$ cat src/hw/rtl/assert_macros.svh
// ---------------------------------------------------------------------------
// Assertion macros
// Shared helpers for concurrent assertions in the field editor RTL.
// ---------------------------------------------------------------------------
`ifndef ASSERT_MACROS_SVH
`define ASSERT_MACROS_SVH

// Assertion on an explicit clock and active-low reset.
`define ASSERT_RST(lbl, clk, rst_n, prop, msg) \
  lbl: assert property (@(posedge clk) disable iff (!rst_n) prop) else $error(msg);

// Assertion on the usual clk_i and rst_ni of the enclosing module.
`define ASSERT_DEF(lbl, prop, msg) \
  `ASSERT_RST(lbl, clk_i, rst_ni, prop, msg)

`endif

$ cat src/hw/rtl/cte_pkg.sv
// ---------------------------------------------------------------------------
// cte_pkg
// Types, codes and limits shared by the clock and date field editor.
// ---------------------------------------------------------------------------
package cte_pkg;

  typedef enum logic [2:0] {
    STEP_IDLE    = 3'd0,
    STEP_YEAR    = 3'd1,
    STEP_MONTH   = 3'd2,
    STEP_DATE    = 3'd3,
    STEP_HOURS   = 3'd4,
    STEP_MINUTES = 3'd5,
    STEP_SECONDS = 3'd6
  } step_e;

  typedef enum logic [2:0] {
    EV_LOAD = 3'd0,
    EV_NEXT = 3'd1,
    EV_PREV = 3'd2,
    EV_INC  = 3'd3,
    EV_DEC  = 3'd4
  } event_e;

  localparam logic [6:0] YEAR_MAX    = 7'd99;
  localparam logic [6:0] MONTH_MAX   = 7'd12;
  localparam logic [6:0] HOURS_MAX   = 7'd23;
  localparam logic [6:0] MINSEC_MAX  = 7'd59;
  localparam logic [6:0] ZERO_MIN    = 7'd0;
  localparam logic [6:0] ONE_MIN     = 7'd1;
  localparam logic [4:0] DAYS_SHORT  = 5'd28;
  localparam logic [4:0] DAYS_MEDIUM = 5'd30;
  localparam logic [4:0] DAYS_LONG   = 5'd31;

  typedef struct packed {
    logic [2:0] mode;
    logic [6:0] load_year;
    logic [3:0] load_month;
    logic [4:0] load_date;
    logic [4:0] load_hours;
    logic [5:0] load_minutes;
    logic [5:0] load_seconds;
  } cte_event_t;

  typedef struct packed {
    logic [2:0] selected_field;
    logic [6:0] year_out;
    logic [3:0] month_out;
    logic [4:0] date_out;
    logic [4:0] hours_out;
    logic [5:0] minutes_out;
    logic [5:0] seconds_out;
    logic       commit;
  } cte_result_t;

  // Flow control between the input register and the result register.
  typedef struct packed {
    logic fire;
    logic advance;
  } cte_flow_t;

  // Number of days in a month, no leap years; invalid months get the long limit.
  function automatic logic [4:0] month_length(input logic [3:0] m);
    logic [4:0] days;
    case (m)
      4'd2:                     days = DAYS_SHORT;
      4'd4, 4'd6, 4'd9, 4'd11:  days = DAYS_MEDIUM;
      default:                  days = DAYS_LONG;
    endcase
    return days;
  endfunction

  // Step a value up or down by one, wrapping between lo and hi.
  function automatic logic [6:0] bump(input logic [6:0] v, input logic [6:0] lo,
                                      input logic [6:0] hi, input logic up);
    logic [6:0] r;
    if (up) begin
      r = (v < hi) ? v + 7'd1 : lo;
    end else begin
      r = (v > lo) ? v - 7'd1 : hi;
    end
    return r;
  endfunction

endpackage

$ cat src/hw/rtl/cte_if.sv
// ---------------------------------------------------------------------------
// Field editor channels
// Valid/ready channels for button events and edited time results.
// ---------------------------------------------------------------------------
interface cte_event_if;
  logic                valid;
  logic                ready;
  cte_pkg::cte_event_t data;

  modport source (output valid, output data, input ready);
  modport sink   (input valid, input data, output ready);
endinterface

interface cte_result_if;
  logic                 valid;
  logic                 ready;
  cte_pkg::cte_result_t data;

  modport source (output valid, output data, input ready);
  modport sink   (input valid, input data, output ready);
endinterface

$ cat src/hw/rtl/cte_in_stage.sv
// ---------------------------------------------------------------------------
// cte_in_stage
// Input register that holds one event until the edit logic consumes it.
// ---------------------------------------------------------------------------
module cte_in_stage import cte_pkg::*; (
  input  logic              clk_i,
  input  logic              rst_ni,
  cte_event_if.sink         evt_i,
  input  logic              advance_i,
  output logic              valid_o,
  output cte_event_t        data_o
);

  logic       valid_q, valid_d;
  cte_event_t data_q;
  logic       take;

  assign evt_i.ready = !valid_q || advance_i;
  assign take        = evt_i.valid && evt_i.ready;
  assign valid_d     = take || (valid_q && !advance_i);

  always_ff @(posedge clk_i or negedge rst_ni) begin
    if (!rst_ni) begin
      valid_q <= 1'b0;
    end else begin
      valid_q <= valid_d;
    end
  end

  always_ff @(posedge clk_i) begin
    if (take) begin
      data_q <= evt_i.data;
    end
  end

  assign valid_o = valid_q;
  assign data_o  = data_q;

endmodule

$ cat src/hw/rtl/cte_edit_core.sv
// ---------------------------------------------------------------------------
// cte_edit_core
// Edit state and the update of selection and time fields.
// ---------------------------------------------------------------------------
`include "assert_macros.svh"

module cte_edit_core import cte_pkg::*; (
  input  logic        clk_i,
  input  logic        rst_ni,
  input  logic        fire_i,
  input  cte_event_t  evt_i,
  output cte_result_t res_o
);

  step_e      step_q, step_d;
  logic [6:0] year_q, year_d;
  logic [3:0] month_q, month_d;
  logic [4:0] date_q, date_d;
  logic [4:0] hours_q, hours_d;
  logic [5:0] minutes_q, minutes_d;
  logic [5:0] seconds_q, seconds_d;
  logic       commit;
  logic       up;
  logic [6:0] date_max;

  assign up       = (event_e'(evt_i.mode) == EV_INC);
  assign date_max = 7'(month_length(month_q));

  always_comb begin
    step_d    = step_q;
    year_d    = year_q;
    month_d   = month_q;
    date_d    = date_q;
    hours_d   = hours_q;
    minutes_d = minutes_q;
    seconds_d = seconds_q;
    commit    = 1'b0;
    unique case (event_e'(evt_i.mode)) inside
      EV_LOAD: begin
        step_d    = STEP_YEAR;
        year_d    = evt_i.load_year;
        month_d   = evt_i.load_month;
        date_d    = evt_i.load_date;
        hours_d   = evt_i.load_hours;
        minutes_d = evt_i.load_minutes;
        seconds_d = evt_i.load_seconds;
      end
      EV_NEXT: begin
        if (step_q == STEP_SECONDS) begin
          step_d = STEP_IDLE;
          commit = 1'b1;
        end else if (step_q != STEP_IDLE) begin
          step_d = step_e'(step_q + 3'd1);
        end
      end
      EV_PREV: begin
        // Year is the first field, so previous stays there.
        if (step_q > STEP_YEAR) begin
          step_d = step_e'(step_q - 3'd1);
        end
      end
      EV_INC, EV_DEC: begin
        unique case (step_q)
          STEP_IDLE:    ;
          STEP_YEAR:    year_d = bump(year_q, ZERO_MIN, YEAR_MAX, up);
          STEP_MONTH:   month_d = 4'(bump(7'(month_q), ONE_MIN, MONTH_MAX, up));
          STEP_DATE:    date_d = 5'(bump(7'(date_q), ONE_MIN, date_max, up));
          STEP_HOURS:   hours_d = 5'(bump(7'(hours_q), ZERO_MIN, HOURS_MAX, up));
          STEP_MINUTES: minutes_d = 6'(bump(7'(minutes_q), ZERO_MIN, MINSEC_MAX, up));
          default:      seconds_d = 6'(bump(7'(seconds_q), ZERO_MIN, MINSEC_MAX, up));
        endcase
      end
      default: ;
    endcase
  end

  always_ff @(posedge clk_i or negedge rst_ni) begin
    if (!rst_ni) begin
      step_q    <= STEP_IDLE;
      year_q    <= '0;
      month_q   <= '0;
      date_q    <= '0;
      hours_q   <= '0;
      minutes_q <= '0;
      seconds_q <= '0;
    end else if (fire_i) begin
      step_q    <= step_d;
      year_q    <= year_d;
      month_q   <= month_d;
      date_q    <= date_d;
      hours_q   <= hours_d;
      minutes_q <= minutes_d;
      seconds_q <= seconds_d;
    end
  end

  assign res_o.selected_field = step_d;
  assign res_o.year_out       = year_d;
  assign res_o.month_out      = month_d;
  assign res_o.date_out       = date_d;
  assign res_o.hours_out      = hours_d;
  assign res_o.minutes_out    = minutes_d;
  assign res_o.seconds_out    = seconds_d;
  assign res_o.commit         = commit;

  `ASSERT_DEF(a_commit_goes_idle, fire_i && commit |=> step_q == STEP_IDLE,
              "commit did not return the editor to idle")
  `ASSERT_DEF(a_commit_from_seconds, commit |-> step_q == STEP_SECONDS,
              "commit raised outside the seconds field")
  `ASSERT_DEF(a_load_selects_year,
              fire_i && event_e'(evt_i.mode) == EV_LOAD |=> step_q == STEP_YEAR,
              "load did not select the year field")

endmodule

$ cat src/hw/rtl/cte_out_stage.sv
// ---------------------------------------------------------------------------
// cte_out_stage
// Result register that holds an edited time until the receiver takes it.
// ---------------------------------------------------------------------------
module cte_out_stage import cte_pkg::*; (
  input  logic        clk_i,
  input  logic        rst_ni,
  input  logic        load_i,
  input  cte_result_t data_i,
  output logic        advance_o,
  cte_result_if.source res_o
);

  logic        valid_q, valid_d;
  cte_result_t data_q;

  assign advance_o = !valid_q || res_o.ready;
  assign valid_d   = load_i || (valid_q && !res_o.ready);

  always_ff @(posedge clk_i or negedge rst_ni) begin
    if (!rst_ni) begin
      valid_q <= 1'b0;
    end else begin
      valid_q <= valid_d;
    end
  end

  always_ff @(posedge clk_i) begin
    if (load_i) begin
      data_q <= data_i;
    end
  end

  assign res_o.valid = valid_q;
  assign res_o.data  = data_q;

endmodule

$ cat src/hw/rtl/clock_time_field_editor.sv
// ---------------------------------------------------------------------------
// clock_time_field_editor
// Button driven editor for the year, month, date, hours, minutes and seconds.
// ---------------------------------------------------------------------------
// Usage:
// Events arrive on evt_i (valid/ready); each transfer carries one button
// event and, for a load, the present time. Every event gives exactly one
// transfer on res_o with the selected field, all six edited values and a
// commit flag that is set when next on the seconds field writes the time.
// An event passes the input register and the edit logic, then waits in
// the result register, which raises res_o.valid. One event is taken every
// cycle while res_o.ready is high; the single update of the edit state per
// cycle sets that rate.
// Reset clears both registers' valid flags, selects no field and zeroes
// all six values. When the receiver holds res_o.ready low, the result
// stays put, the event behind it waits in the input register, and
// evt_i.ready drops once both are full.
// ---------------------------------------------------------------------------
`include "assert_macros.svh"

module clock_time_field_editor import cte_pkg::*; (
  input  logic          clk_i,
  input  logic          rst_ni,
  cte_event_if.sink     evt_i,
  cte_result_if.source  res_o
);

  logic        s1_valid;
  cte_event_t  s1_data;
  cte_result_t edit_res;
  cte_flow_t   flow;

  cte_in_stage u_in_stage (
    .clk_i     (clk_i),
    .rst_ni    (rst_ni),
    .evt_i     (evt_i),
    .advance_i (flow.advance),
    .valid_o   (s1_valid),
    .data_o    (s1_data)
  );

  assign flow.fire = s1_valid && flow.advance;

  cte_edit_core u_edit_core (
    .clk_i  (clk_i),
    .rst_ni (rst_ni),
    .fire_i (flow.fire),
    .evt_i  (s1_data),
    .res_o  (edit_res)
  );

  cte_out_stage u_out_stage (
    .clk_i     (clk_i),
    .rst_ni    (rst_ni),
    .load_i    (flow.fire),
    .data_i    (edit_res),
    .advance_o (flow.advance),
    .res_o     (res_o)
  );

  `ASSERT_DEF(a_fire_fills_result, flow.fire |=> res_o.valid,
              "an edited event did not reach the result register")

endmodule
$ cat src/flat_wrapper.sv
// flat-port wrapper written by rule: the top's interface ports become plain ports
module clock_time_field_editor_flat import cte_pkg::*;
  (clk_i, rst_ni, evt_i_valid, evt_i_data, evt_i_ready, res_o_valid, res_o_data, res_o_ready);
  cte_event_if evt_i_i ();
  cte_result_if res_o_i ();
  input  logic clk_i;
  input  logic rst_ni;
  input wire logic [$bits(evt_i_i.valid)-1:0] evt_i_valid;
  input wire logic [$bits(evt_i_i.data)-1:0] evt_i_data;
  output wire logic [$bits(evt_i_i.ready)-1:0] evt_i_ready;
  output wire logic [$bits(res_o_i.valid)-1:0] res_o_valid;
  output wire logic [$bits(res_o_i.data)-1:0] res_o_data;
  input wire logic [$bits(res_o_i.ready)-1:0] res_o_ready;
  assign evt_i_i.valid = evt_i_valid;
  assign evt_i_i.data = evt_i_data;
  assign evt_i_ready = evt_i_i.ready;
  assign res_o_valid = res_o_i.valid;
  assign res_o_data = res_o_i.data;
  assign res_o_i.ready = res_o_ready;
  clock_time_field_editor u_core (.clk_i(clk_i), .rst_ni(rst_ni), .evt_i(evt_i_i), .res_o(res_o_i));
endmodule
$ cat config.mk
export PLATFORM = sky130hd
export DESIGN_NAME = clock_time_field_editor_flat
export DESIGN_NICKNAME = d
export VERILOG_FILES = /design/src/hw/rtl/cte_pkg.sv /design/src/hw/rtl/cte_if.sv /design/src/hw/rtl/cte_in_stage.sv /design/src/hw/rtl/cte_edit_core.sv /design/src/hw/rtl/cte_out_stage.sv /design/src/hw/rtl/clock_time_field_editor.sv /design/src/flat_wrapper.sv
export VERILOG_INCLUDE_DIRS = /design/src /design/src/hw/rtl
export SDC_FILE = /design/constraint.sdc
export NUM_CORES = 1
export LEC_CHECK = 0
export BUFFER_PORTS_ARGS = -buffer_cell sky130_fd_sc_hd__buf_4
export CAP_MARGIN = 20
export CORE_MARGIN = 2
export CORE_UTILIZATION = 33
export DETAILED_ROUTE_END_ITERATION = 12
export HOLD_SLACK_MARGIN = 0.08
export PLACE_DENSITY = 0.49
export SKIP_CTS_REPAIR_TIMING = 1
export SLEW_MARGIN = 15
export SYNTH_ARGS = -nofsm -noshare
export SYNTH_HDL_FRONTEND = slang
export SYNTH_SLANG_ARGS = --single-unit
$ cat constraint.sdc
create_clock -name clk_i -period 7.8 [get_ports clk_i]
set_clock_uncertainty 0.2 [all_clocks]
set_input_delay 0.78 -clock clk_i [delete_from_list [all_inputs] [get_ports clk_i]]
set_output_delay 0.78 -clock clk_i [all_outputs]
set_load 0.05 [all_outputs]
## After elaboration in Yosys (flattened, before gate mapping)

Index checks and enable logic that the tools add are counted.

- Reductions and logical operators: 18
- $add $sub $neg: 14
- Equal/unequal tests: 15
- Order comparisons: 13
- Mux-type cells: 36

Operators with widths:

| cell | count |
|---|---|
| 6-bit two-way mux | 8 |
| 5-bit two-way mux | 8 |
| 7-bit two-way mux | 4 |
| 6-bit case mux with 2 select lines | 2 |
| 5-bit case mux with 2 select lines | 2 |
| 4-bit two-way mux | 4 |
| 7-bit case mux with 2 select lines | 1 |
| 6-bit by 1-bit adder with 6-bit output, second input constant | 2 |
| 3-bit by 2-bit equality test with 1-bit output, second input constant | 4 |
| 3-bit equality test, second input constant | 4 |
| 6-bit by 1-bit greater-than comparator with 1-bit output, second input constant | 2 |
| 6-bit < comparator, second input constant | 2 |
| 6-bit by 1-bit subtractor with 6-bit output, second input constant | 2 |
| 5-bit by 1-bit adder with 5-bit output, second input constant | 2 |
| 5-bit by 1-bit greater-than comparator with 1-bit output, second input constant | 2 |
| 5-bit by 1-bit subtractor with 5-bit output, second input constant | 2 |
| 3-bit two-way mux | 3 |
| 3-bit case mux with 3 select lines | 1 |
| 4-bit by 3-bit equality test with 1-bit output, second input constant | 2 |
| 4-bit equality test, second input constant | 2 |
| 4-bit case mux with 2 select lines | 1 |
| 7-bit by 1-bit adder with 7-bit output, second input constant | 1 |
| 7-bit by 1-bit greater-than comparator with 1-bit output, second input constant | 1 |
| 7-bit < comparator, second input constant | 1 |
| other kinds (22) | 33 |

- Flip-flop bits (word level): 111
- Bits of input ports: 40
- Output and inout bits: 39

## Logic depth before layout (Yosys ltp)

Gate-level depths: netlist (run 1).

- Word-level depth: 8
- Mapped depth: 9

## Modules after synthesis

A second synthesis (run 1) with hierarchy kept.

- Cell total of the unflattened synthesis: 665
- Area total of the unflattened synthesis: 6,566.3 um2

Modules (own cells, without submodules):

| module | instances | cells each | area an instance (um2) |
|---|---|---|---|
| cte_edit_core | 1 | 584 | 4,266.6 |
| cte_out_stage | 1 | 40 | 1,158.6 |
| cte_in_stage | 1 | 40 | 1,134.8 |
| clock_time_field_editor | 1 | 1 | 6.3 |

## Worst setup path before layout (run 1)

OpenSTA, ideal clock, no wires.

- Path type: input to register
- From: input res_o_ready
- To: register u_core.u_out_stage.data_q (netlist bit u_core.u_out_stage.res_o.data[0]) (enable)
- Setup time: 0.416 ns
- Data arrival time: 2.531 ns
- Buffers on the path: 2
- Stages: 5
- Path slack: 4.653 ns
- Cell sequence: nand2b_1 nand2_1 clkbuf_1 inv_2 buf_1

- Word-level cells in the longest chain between the ends: 2

RTL lines:

| item | line | source |
|---|---|---|
| from (decl) | flat_wrapper.sv:13 | `input wire logic [$bits(res_o_i.ready)-1:0] res_o_ready;` |
| 1-bit logical OR | cte_out_stage.sv:17 | `assign advance_o = !valid_q \|\| res_o.ready;` |
| 1-bit logical AND | clock_time_field_editor.sv:42 | `assign flow.fire = s1_valid && flow.advance;` |
| via u_core.u_edit_core.fire_i | cte_edit_core.sv:10 | `input logic fire_i,` |
| to (signal assigned) | cte_out_stage.sv:30 | `data_q <= data_i;` |
| to (decl) | cte_out_stage.sv:15 | `cte_result_t data_q;` |

The timed path passes the listed nets, and every way through them passes these cells.
A chain may end at the register's enable or synchronous reset.

## Worst setup path after layout (run 1)

- From: register u_core.u_in_stage.data_q (netlist bit u_core.u_in_stage.data_o[33])
- To: register u_core.u_edit_core.date_q[1]

- Word-level cells in the longest chain between the ends: 4

RTL lines:

| item | line | source |
|---|---|---|
| from (decl) | cte_in_stage.sv:15 | `cte_event_t data_q;` |
| from (signal assigned) | cte_in_stage.sv:32 | `data_q <= evt_i.data;` |
| 3-bit by 2-bit equality test with 1-bit output | cte_edit_core.sv:26 | `assign up = (event_e'(evt_i.mode) == EV_INC);` |
| 5-bit two-way mux | cte_pkg.sv:77 | `if (up) begin` |
| 5-bit two-way mux | cte_edit_core.sv:63 | `unique case (step_q)` |
| 5-bit case mux with 2 select lines (*) | cte_edit_core.sv:38 | `unique case (event_e'(evt_i.mode)) inside` |
| to (signal assigned) | cte_edit_core.sv:90 | `date_q <= date_d;` |
| to (decl) | cte_edit_core.sv:18 | `logic [4:0] date_q, date_d;` |

Mark *: on every way between the ends. The rest lies on a longest branch, timed or not.

==> summary.json, run 1 <==
{
  "critical_path_required_ps": 7840,
  "die_h_um": 148.6,
  "detail_route.iter0.violations": 648,
  "worst_ir_drop_vdd_mv": 0.1331,
  "tmin_final_ps": 3953,
  "first_pass_grt_wire_length_um": 32690,
  "async_flop_share_pct": 34.23,
  "tritoncts.num_buffers": 9,
  "die-area_sq_mm": 0.02207,
  "slew_violations": 0,
  "startpoint_type": "register",
  "clock-root-buffer": "clkbuf_16",
  "wl_met1_um": 9325,
  "cts_tree": "done",
  "cap_viol_max_count": 0,
  "via_count_of_the_first_global_routing_pass": 5841,
  "port-buffer-count": 78,
  "cp_max_fo": 27,
  "power-per-cell-area_mw_per_mm2": 345.0,
  "top_metal_used": "met4",
  "synthDistinctLibCells": 80,
  "power.leakage_nw": 3.039,
  "rr_worst_depth": 5,
  "maximum_number_of_pins_on_one_net_before_global_route_repair": 41,
  "ys.warnings.count": 0,
  "achievable-frequency_ghz": 0.2529,
  "cp_data_arrival_time_ps": 4000,
  "dr.pass1.iters": 7,
  "avgViaCountPerCell": 5.811,
  "antenna_found_initial": 0,
  "seq_area_frac_synth_pct": 45.57,
  "final.hold.worst_slack_ps": 243.2,
  "final_period_utilization_pct": 50.68,
  "route.detailed.wl_per_inst_um": 19.99,
  "grt_usage_pct": 19.02,
  "cts-htree-levels": 3,
  "syn2layout_area_growth_pct": 14.97,
  "tightestPinTransition_ps": 1034,
  "dieWidth_um": 148.6,
  "placement_rows": 52,
  "layout-drive-gt1-share_pct": 16.36,
  "tritoncts_num_sinks": 111,
  "syn_area_sq_mm": 0.006897,
  "ys_dominant_reg_cell": "edfxtp_1",
  "fin_nets": 816,
  "postRouteAntennaNets": 0,
  "overflow": 0,
  "place.detailed.hpwl_um": 13340,
  "routed-wl-met2_um": 9523,
  "filler_cell_count": 2015,
  "finalWirelength_um": 20550,
  "hold_path.class": "input pin to asynchronous set/reset pin",
  "grt_setup_unrepaired": "false",
  "setup_viol": 0,
  "synthCells": 718,
  "status": "finished clean",
  "timing.setup.tns_ps": 0,
  "maxSlewHeadroom_pct": 31.07,
  "worstSkewPairLatency_ps": 360,
  "ys_seq_elements": 111,
  "antenna_cells_inserted": 0,
  "drc": 0,
  "finalHoldViolCount": 0,
  "core_sq_mm": 0.02036,
  "clk_pin_slew_worst_paths_ps": 80,
  "cts.path.max_buffers": 2,
  "dr_total_vias": 5974,
  "initial_core_utilization_pct": 33.87,
  "gp_congestion": 0.8194,
  "top_ports": 79,
  "critical_path.endpoint_type": "register",
  "worstSetupPathType": "register to register",
  "synthesis.nets": 781,
  "number_of_flops_mapped_to_enable_cells_by_yosys": 73,
  "syn_area_per_cell_sq_um": 9.605,
  "route.met3.wl_um": 1342
}
-- state kept, by name (all words and copies together) (netlist names) --
name,cells
u_core.u_out_stage.res_o.data,37
u_core.u_in_stage.data_o,36
u_core.u_edit_core.year_q,7
u_core.u_edit_core.minutes_q,6
u_core.u_edit_core.seconds_q,6
u_core.u_edit_core.date_q,5
u_core.u_edit_core.hours_q,5
u_core.u_edit_core.month_q,4
u_core.u_edit_core.step_q,3
u_core.u_in_stage.valid_o,1
u_core.u_out_stage.res_o.valid,1
-- report_power, final --
group	switching [mW]	total, mW	internal (mW)
clock	0.221	0.489	0.269
sequential	0.248	1.04	0.789
combinational	0.725	1.21	0.484
-- metal layers --
layer | GRT usage, % | vias to the layer above
met1 | 26.48 | 2915
met2 | 30.02 | 232
met5 | 0 | -
met3 | 4.387 | 23
li1 | - | 2804
met4 | 4.905 | 0
-- cell usage in the layout (no fill, tap or decap), types with 16 or more instances in the layout --
| master | n |
|---|---|
| nand3_1 | 22 |
| buf_4 | 87 |
| a22oi_1 | 19 |
| a21oi_1 | 35 |
| dfrtp_1 | 38 |
| o21ai_0 | 47 |
| edfxtp_1 | 73 |
| nor3_1 | 16 |
| nand2_1 | 57 |
| o21ai_1 | 17 |
| ha_1 | 23 |
| nor2_1 | 53 |
| inv_1 | 22 |
-- cells in the mapped netlist, types with 17 or more instances --
cell type	instances	area, sq um
a21oi_1	36	180.2
a22oi_1	19	142.6
buf_2	18	90.09
clkbuf_1	40	150.1
dfrtp_1	38	950.9
edfxtp_1	73	2192
ha_1	23	287.8
inv_1	22	82.58
nand2_1	57	214.0
nand3_1	22	110.1
nor2_1	53	198.9
nor3_1	17	85.08
o21ai_0	47	235.2
o21ai_1	17	85.08
-- path summary, 6_finish.rpt --
kind,startpoint,end,slack (ps)
worst max-delay path,u_core.u_in_stage.data_o[33]$_DFFE_PP_,u_core.u_edit_core.date_q[1]$_DFFE_PN0P_,3850
worst min-delay path,rst_ni,u_core.u_edit_core.year_q[4]$_DFFE_PN0P_,240
worst max register to register,u_core.u_in_stage.data_o[33]$_DFFE_PP_,u_core.u_edit_core.date_q[1]$_DFFE_PN0P_,3850
worst min register to register,u_core.u_in_stage.data_o[6]$_DFFE_PP_,u_core.u_edit_core.minutes_q[0]$_DFFE_PN0P_,340
max in group asynchronous,rst_ni,u_core.u_edit_core.seconds_q[3]$_DFFE_PN0P_,6720
min in group clk_i,u_core.u_in_stage.data_o[6]$_DFFE_PP_,u_core.u_edit_core.minutes_q[0]$_DFFE_PN0P_,340
-- cell type report --
class | instances | area, sq um | area share, %
sequential | 111 | 3143 | 39.64
clock inverter | 4 | 52.55 | 0.6628
timing repair buffer | 87 | 653.1 | 8.237
tap | 270 | 337.8 | 4.261
multi-input combinational | 520 | 3396 | 42.83
inverter | 24 | 90.09 | 1.136
clock buffer | 12 | 256.5 | 3.235
-- per-stage QoR --
| stage | instance area, sq um | setup WS (ps) | util [%] | std cells | total power, mW |
|---|---|---|---|---|---|
| final | 7929 | 3847 | 38.93 | 1028 | 2.736 |
| after global routing | 7929 | 3564 | 38.93 | 1028 | 2.942 |
| after CTS | 7929 | 3879 | 38.93 | 1028 | 2.745 |
| after detailed placement | 7620 | 3594 | 37.42 | 1012 | 2.239 |
| after global placement | 7620 | 3730 | 37.42 | 1012 | 2.224 |
| after floorplan | 6897 | 4653 | - | 718 | 1.925 |
-- cells by family (layout without fill, tap and decap cells) --
| kind of cell | count (synthesis) | in the layout | synth area share [%] |
|---|---|---|---|
| AOI/OAI and AO/OA | 262 | 262 | 26.62 |
| xor gates and xnor gates | 5 | 5 | 0.6351 |
| adders and majority gates | 23 | 23 | 4.173 |
| buffers and inverters | 87 | 127 | 5.334 |
| DFF | 111 | 111 | 45.57 |
| muxes | 10 | 10 | 1.542 |
| and+or+nand+nor | 220 | 220 | 16.13 |
-- worst max-delay path: stages (launching register included) --
cell,delay [ps]
edfxtp_1,710
and3b_1,800
buf_4,440
a21o_1,710
nand2_1,570
o31ai_1,370
(Power assumes the default switching activity.)
==> run 2, diff against run 1 <==
Settings changed: PLACE_DENSITY 0.49 to 0.51.
Clock period 7.8 ns to 3.5 ns, I/O delays scaled along.
==> run 2 against run 1 <==
Non-clock buffer count increased by 53. Utilization increased by 2.5 points. Combinational power increased by 130%. Global-route usage decreased by 0.33 points. Via count increased by 3.4%. Fmax increased by 32%. Critical endpoint is now u_core.u_edit_core.minutes_q[1]$_DFFE_PN0P_.
==> summary.json, run 2 (synthesis gave the netlist of run 1 again) <==
{
  "cap_viol_max_count": {"value": 0, "change": "unchanged"},
  "maximum_number_of_pins_on_one_net_before_global_route_repair": {"value": 39, "change": "-4.9%"},
  "critPathLaunch": "u_core.u_in_stage.data_o[34]$_DFFE_PP_",
  "top_ports": {"value": 79, "change": "unchanged"},
  "overflow": {"value": 0, "change": "unchanged"},
  "power.leakage": {"value": 3.272, "unit": "nW", "change": "+7.7%"},
  "critical_path.endpoint_type": "register",
  "clk_pin_slew_worst_paths": {"value": 80, "unit": "ps", "change": "about the same"},
  "tritoncts.num_buffers": {"value": 9, "change": "unchanged"},
  "cts-htree-levels": {"value": 3, "change": "unchanged"},
  "antenna_cells_inserted": {"value": 0, "change": "unchanged"},
  "power_report.internal_total": {"value": 3.437, "unit": "mW", "change": "+120%"},
  "antenna_found_initial": {"value": 0, "change": "unchanged"},
  "power.net_switching": {"value": 2.672, "unit": "mW", "change": "+120%"},
  "worst_slack": {"value": 514.8, "unit": "ps", "change": "-3332 ps"},
  "dr_total_vias": {"value": 6178, "change": "+3.4%"},
  "status": "finished clean",
  "worstSetupPathType": "register to register",
  "port-buffer-count": {"value": 78, "change": "unchanged"},
  "die-area": {"value": 0.02207, "unit": "sq mm", "change": "unchanged"},
  "tightestPinTransition": {"value": 1023, "unit": "ps", "change": "-10.65 ps"},
  "share_clk_of_total_power": {"value": 17.5, "unit": "%", "change": "-0.4 points"},
  "filler_cell_count": {"value": 2015, "change": "unchanged"},
  "worst_path_largest_cell_delay": {"value": 920, "unit": "ps", "change": "+120 ps"},
  "syn2layout_area_growth_pct": 22.33,
  "finalWirelength": {"value": 20580, "unit": "um", "change": "+0.16%"},
  "dieWidth": {"value": 148.6, "unit": "um", "change": "unchanged"},
  "largest_register_ffs": {"value": 37, "change": "unchanged"},
  "place.detailed.hpwl": {"value": 13700, "unit": "um", "change": "+2.7%"},
  "top_metal_used": "met4",
  "comb_power_share": {"value": 44.7, "unit": "%", "change": "+0.5 points"},
  "tritoncts_num_sinks": {"value": 111, "change": "unchanged"},
  "routed-wl-met2": {"value": 9476, "unit": "um", "change": "-0.49%"},
  "detail_route.iter0.violations": {"value": 609, "change": "-6.0%"},
  "die_h": {"value": 148.6, "unit": "um", "change": "unchanged"},
  "pwr-share-seq": {"value": 37.8, "unit": "%", "change": "about the same"},
  "most-common-layout-cells": "buf_4 (100), edfxtp_1 (73), nand2_1 (57)",
  "slew_violations": {"value": 0, "change": "unchanged"},
  "route.met3.wl": {"value": 1004, "unit": "um", "change": "-25%"},
  "dr.pass1.iters": {"value": 5, "change": "-2"},
  "avgViaCountPerCell": {"value": 5.715, "change": "-1.7%"},
  "timing.hold.worst.start": "res_o_ready",
  "post_layout_nonfiller_instances": {"value": 1081, "change": "+5.2%"},
  "first_pass_grt_wire_length": {"value": 32170, "unit": "um", "change": "-1.6%"},
  "via_count_of_the_first_global_routing_pass": {"value": 5799, "change": "-0.72%"},
  "fin_nets": {"value": 869, "change": "+6.5%"},
  "post-place-ws": {"value": 509.8, "unit": "ps", "change": "-3084 ps"},
  "cp_max_fo": {"value": 24, "change": "-11%"},
  "critical_path_required": {"value": 3550, "unit": "ps", "change": "-4290 ps"},
  "cp_slowest_cell": "and3b_1",
  "cp_data_arrival_time": {"value": 3040, "unit": "ps", "change": "-960 ps"},
  "startpoint_type": "register",
  "r2r_start": "u_core.u_in_stage.data_o[34]$_DFFE_PP_",
  "layout-drive-gt1-share": {"value": 17.26, "unit": "%", "change": "+0.90 points"},
  "tmin_final": {"value": 2985, "unit": "ps", "change": "-968.2 ps"},
  "final_common_cell": "buf_4",
  "maxSlewHeadroom": {"value": 31.78, "unit": "%", "change": "+0.71 points"},
  "timing.critical_path.cells": "and3b_1, nor2_2, a2111oi_0, o21ai_1, mux2_2",
  "gp_congestion": {"value": 0.8505, "change": "+3.8%"},
  "clock-root-buffer": "clkbuf_16",
  "hold_path.class": "input pin to register",
  "initial_core_utilization": {"value": 33.87, "unit": "%", "change": "unchanged"},
  "route.detailed.wl_per_inst": {"value": 19.04, "unit": "um", "change": "-4.8%"},
  "core": {"value": 0.02036, "unit": "sq mm", "change": "unchanged"},
  "grt_usage": {"value": 18.69, "unit": "%", "change": "-0.33 points"},
  "cts.path.max_buffers": {"value": 2, "change": "unchanged"},
  "power-per-cell-area": {"value": 724.1, "unit": "mW/mm^2", "change": "+110%"},
  "wl_met1": {"value": 9535, "unit": "um", "change": "+2.3%"},
  "placed_cells_incl_taps": {"value": 1026, "change": "+1.4%"},
  "grt_setup_unrepaired": "false",
  "cts_tree": "done",
  "worstSkewPairLatency": {"value": 360, "unit": "ps", "change": "about the same"},
  "postRouteAntennaNets": {"value": 0, "change": "unchanged"},
  "worst_ir_drop_vdd": {"value": 0.3110, "unit": "mV", "change": "+130%"},
  "drc": {"value": 0, "change": "unchanged"},
  "placement_rows": {"value": 52, "change": "unchanged"},
  "setup_viol": {"value": 0, "change": "unchanged"},
  "timing.setup.tns": {"value": 0, "unit": "ps", "change": "unchanged"},
  "netSwitchingFraction": {"value": 43.73, "unit": "%", "change": "+0.10 points"},
  "finalHoldViolCount": {"value": 0, "change": "unchanged"},
  "achievable-frequency": {"value": 0.3350, "unit": "GHz", "change": "+32%"},
  "final_period_utilization": {"value": 85.29, "unit": "%", "change": "+35 points"}
}
==> run 2: per-layer routing <==
metal	vias to the layer above	global-route usage [%]
li1	2908	-
met1	3005	25.97
met2	232	29.49
met3	33	3.282
met4	0	6.476
met5	-	0
==> run 2: final timing paths <==
path                                                          endpoint  slack [ps]  cells after the start
setup / recovery           u_core.u_edit_core.minutes_q[1]$_DFFE_PN0P_         510                      5
hold / removal                     u_core.u_in_stage.valid_o$_DFF_PN0_         100                      3
setup reg to reg           u_core.u_edit_core.minutes_q[1]$_DFFE_PN0P_         510                      5
hold reg to reg            u_core.u_edit_core.minutes_q[0]$_DFFE_PN0P_         330                      2
max in group asynchronous     u_core.u_edit_core.date_q[0]$_DFFE_PN0P_        2350                      2
min in group asynchronous  u_core.u_edit_core.minutes_q[3]$_DFFE_PN0P_         340                      2
==> run 2: through the flow <==
stage	hold slack, ps	utilization, %	power (mW)	cell area, sq um
2_1_floorplan	-145.6	-	4.291	6897
3_3_place_gp	210.4	37.99	4.957	7737
3_5_place_dp	207.5	37.99	4.989	7737
4_1_cts	-184.1	39.46	6.084	8036
5_1_grt	107.7	41.43	6.525	8437
6_report	101.1	41.43	6.109	8437
==> run 2: area by class of cell <==
cell class	count	area [sq um]	area share (%)
Sequential cell	111	3143	37.25
Clock buffer	9	225.2	2.669
Multi-Input combinational cell	520	3396	40.25
Clock inverter	7	73.82	0.8750
Tap cell	270	337.8	4.004
Timing Repair Buffer	140	1171	13.88
Inverter	24	90.09	1.068
==> run 2: power by group through the flow <==
stage / combinational, mW / sequential [mW] / clock (mW)
floorplan: 1.99 / 2.30 / 0
global placement: 2.65 / 2.31 / 0
detailed placement: 2.67 / 2.32 / 0
CTS: 2.69 / 2.30 / 1.10
global route: 3.01 / 2.37 / 1.15
finish: 2.73 / 2.31 / 1.07
==> run 2: critical path, delay by kind of cell, from the launching register on <==
kind	cells	cell delay (ps)
muxes	1	290
DFF	1	600
AOI/OAI and AO/OA	2	690
and+or+nand+nor	2	1090
==> run 3, diff against run 2 <==
Settings changed: SYNTH_HIERARCHICAL set to 1.
==> run 3 against run 2 <==
Flip-flop and latch count unchanged. Register-to-register slack better by 200 ps. Global-route usage down 2.3 points. Utilization down 0.46 points. Critical endpoint is now u_core/u_edit_core/year_q[3]$_DFFE_PN0P_. Fmax up 7.1%. Highest routed layer unchanged. Via count down 9.5%. Largest power group unchanged.
==> summary.json, run 3 <==
{
  "place.detailed.hpwl": {"value": 11900, "unit": "um", "change": "-13%"},
  "most_common_library_cells_after_synthesis": "edfxtp_1 (73), nand2_1 (61), o21ai_0 (52), nor2_1 (49), dfrtp_1 (38)",
  "cts.path.max_buffers": {"value": 2, "change": "unchanged"},
  "drc": {"value": 0, "change": "unchanged"},
  "finalWirelength": {"value": 17650, "unit": "um", "change": "-14%"},
  "worst_path_largest_cell_delay": {"value": 650, "unit": "ps", "change": "-270 ps"},
  "tritoncts.num_buffers": {"value": 9, "change": "unchanged"},
  "antenna_cells_inserted": {"value": 0, "change": "unchanged"},
  "async_flop_share": {"value": 34.23, "unit": "%", "change": "unchanged"},
  "avgViaCountPerCell": {"value": 5.458, "change": "-4.5%"},
  "worstSetupPathType": "register to register",
  "setup_viol": {"value": 0, "change": "unchanged"},
  "cts-htree-levels": {"value": 3, "change": "unchanged"},
  "netlist.top_cell.by_area": "edfxtp_1",
  "dr.pass1.iters": {"value": 5, "change": "unchanged"},
  "synthesis.nets": {"value": 729, "change": "-6.7%"},
  "startpoint_type": "register",
  "synthDistinctLibCells": {"value": 78, "change": "-2.5%"},
  "largest_register_ffs": {"value": 37, "change": "unchanged"},
  "power-per-cell-area": {"value": 704.4, "unit": "mW/mm^2", "change": "-2.7%"},
  "cp_slowest_cell": "edfxtp_1",
  "detail_route.iter0.violations": {"value": 431, "change": "-29%"},
  "gp_congestion": {"value": 0.8927, "change": "+5.0%"},
  "timing.setup.tns": {"value": 0, "unit": "ps", "change": "unchanged"},
  "via_count_of_the_first_global_routing_pass": {"value": 5168, "change": "-11%"},
  "tightestPinTransition": {"value": 891.0, "unit": "ps", "change": "-132.4 ps"},
  "final.hold.worst_slack": {"value": 308.2, "unit": "ps", "change": "+207.2 ps"},
  "ys_seq_elements": {"value": 111, "change": "unchanged"},
  "most-common-layout-cells": "buf_4 (90), edfxtp_1 (73), nand2_1 (61)",
  "ys.warnings.count": {"value": 6, "change": "+6"},
  "syn_area": {"value": 0.006566, "unit": "sq mm", "change": "-4.8%"},
  "die_h": {"value": 145.1, "unit": "um", "change": "-2.4%"},
  "worst_slack": {"value": 712.6, "unit": "ps", "change": "+197.7 ps"},
  "tritoncts_num_sinks": {"value": 111, "change": "unchanged"},
  "synth.area.top_cells": "edfxtp_1 (33%), dfrtp_1 (14%), ha_1 (4.6%), o21ai_0 (4.0%), nand2_1 (3.5%)",
  "clk_pin_slew_worst_paths": {"value": 80, "unit": "ps", "change": "about the same"},
  "grt_setup_unrepaired": "false",
  "first_pass_grt_wire_length": {"value": 27720, "unit": "um", "change": "-14%"},
  "clock-root-buffer": "clkbuf_16",
  "port-buffer-count": {"value": 78, "change": "unchanged"},
  "worstSkewPairLatency": {"value": 360, "unit": "ps", "change": "about the same"},
  "cp_data_arrival_time": {"value": 2900, "unit": "ps", "change": "-140 ps"},
  "hold_path.class": "input pin to asynchronous set/reset pin",
  "synthCells": {"value": 665, "change": "-7.4%"},
  "final_common_cell": "buf_4",
  "cp_max_fo": {"value": 15, "change": "-38%"},
  "cts_tree": "done",
  "power.leakage": {"value": 3.161, "unit": "nW", "change": "-3.4%"},
  "slew_violations": {"value": 0, "change": "unchanged"},
  "worst_ir_drop_vdd": {"value": 0.2561, "unit": "mV", "change": "-18%"},
  "number_of_flops_mapped_to_enable_cells_by_yosys": {"value": 73, "change": "unchanged"},
  "layout.core_utilization": {"value": 40.97, "unit": "%", "change": "-0.46 points"},
  "postRouteAntennaNets": {"value": 0, "change": "unchanged"},
  "post-place-ws": {"value": 756.9, "unit": "ps", "change": "+247.1 ps"},
  "route.detailed.wl_per_inst": {"value": 17.23, "unit": "um", "change": "-9.5%"},
  "top_ports": {"value": 79, "change": "unchanged"},
  "tmin_final": {"value": 2787, "unit": "ps", "change": "-197.7 ps"},
  "finalHoldViolCount": {"value": 0, "change": "unchanged"},
  "achievable-frequency": {"value": 0.3588, "unit": "GHz", "change": "+7.1%"},
  "timing.critical_path.cells": "or2_1, nand2_1, a21oi_1, nand2b_1, o21ai_0, a21bo_2",
  "initial_core_utilization": {"value": 33.63, "unit": "%", "change": "-0.24 points"},
  "dr_total_vias": {"value": 5589, "change": "-9.5%"},
  "die-area": {"value": 0.02104, "unit": "sq mm", "change": "-4.7%"},
  "status": "finished clean",
  "synthMostInstantiatedCell": "edfxtp_1",
  "seq_area_frac_synth": {"value": 47.87, "unit": "%", "change": "+2.3 points"},
  "overflow": {"value": 0, "change": "unchanged"},
  "critical_path.endpoint_type": "register",
  "antenna_found_initial": {"value": 0, "change": "unchanged"},
  "ys_dominant_reg_cell": "edfxtp_1",
  "fin_nets": {"value": 818, "change": "-5.9%"},
  "dieWidth": {"value": 145.1, "unit": "um", "change": "-2.4%"},
  "maximum_number_of_pins_on_one_net_before_global_route_repair": {"value": 39, "change": "unchanged"},
  "layout-drive-gt1-share": {"value": 18.31, "unit": "%", "change": "+1.1 points"},
  "core": {"value": 0.01953, "unit": "sq mm", "change": "-4.1%"},
  "p_total": {"value": 5.634, "unit": "mW", "change": "-7.8%"},
  "synthDominantCellAreaShare": {"value": 33.38, "unit": "%", "change": "+1.6 points"},
  "syn2layout_area_growth_pct": 21.82,
  "maxSlewHeadroom": {"value": 40.60, "unit": "%", "change": "+8.8 points"},
  "cap_viol_max_count": {"value": 0, "change": "unchanged"},
  "syn_area_per_cell": {"value": 9.874, "unit": "sq um", "change": "+2.8%"},
  "critical_path_required": {"value": 3610, "unit": "ps", "change": "+60 ps"},
  "grt_usage": {"value": 16.36, "unit": "%", "change": "-2.3 points"},
  "placement_rows": {"value": 51, "change": "-1.9%"},
  "final_period_utilization": {"value": 79.64, "unit": "%", "change": "-5.6 points"}
}
## run 3: worst paths after layout
check                                                            start                                          end  slack [ps]  cells after the start
max in group asynchronous                                       rst_ni  u_core/u_edit_core/seconds_q[4]$_DFFE_PN0P_        2360                      2
min in group clk_i                 u_core/u_in_stage/valid_o$_DFF_PN0_          u_core/u_in_stage/valid_o$_DFF_PN0_         360                      2
worst max register to register  u_core/u_in_stage/data_o[34]$_DFFE_PP_     u_core/u_edit_core/year_q[3]$_DFFE_PN0P_         710                      6
worst max-delay path            u_core/u_in_stage/data_o[34]$_DFFE_PP_     u_core/u_edit_core/year_q[3]$_DFFE_PN0P_         710                      6
worst min register to register     u_core/u_in_stage/valid_o$_DFF_PN0_          u_core/u_in_stage/valid_o$_DFF_PN0_         360                      2
worst min-delay path                                            rst_ni    u_core/u_edit_core/month_q[2]$_DFFE_PN0P_         310                      2
## run 3: stage by stage
stage               std cells  cell area (sq um)
finish                   1024               7999
CTS                       985               7609
global route             1024               7999
floorplan                 665               6566
global placement          969               7328
detailed placement        969               7328
## run 3: cell families (layout without fill, tap and decap cells)
kind of cell	after synthesis	in the layout	share of synthesized area, %
buf+inv	74	168	5.087
compound gates	209	209	21.49
simple gates	222	222	17.25
xor+xnor	12	12	1.601
flops	111	111	47.87
fa+ha+maj	25	25	4.726
mux	12	12	1.982
## run 3: critical path, delay by kind of cell (launching register included)
family | cells | cell delay (ps)
compound gates | 3 | 790
simple gates | 3 | 1080
flops | 1 | 650
## run 3: area by class of cell
class / instances / area, sq um
timing repair buffer: 129 / 1066
clock inverter: 7 / 55.05
fill: 1965 / 11530
sequential: 111 / 3143
clock buffer: 9 / 225.2
multi-input combinational: 480 / 3092
tap: 265 / 331.6
inverter: 23 / 86.33
## run 3: metal layers
layer / up-vias / global-route usage (%) / wire [um]
met5: - / 0 / 0
met4: 0 / 5.980 / 432
met3: 31 / 3.176 / 988
met2: 201 / 25.50 / 8065
met1: 2707 / 22.68 / 8158
li1: 2650 / - / -
## run 3: power by group
group	internal (mW)	switching [mW]	leakage (nW)	total (mW)
clock network	0.492	0.512	0.128	1.00
registers	1.78	0.516	1.17	2.29
logic	0.946	1.39	1.86	2.34
total	3.21	2.42	3.16	5.63
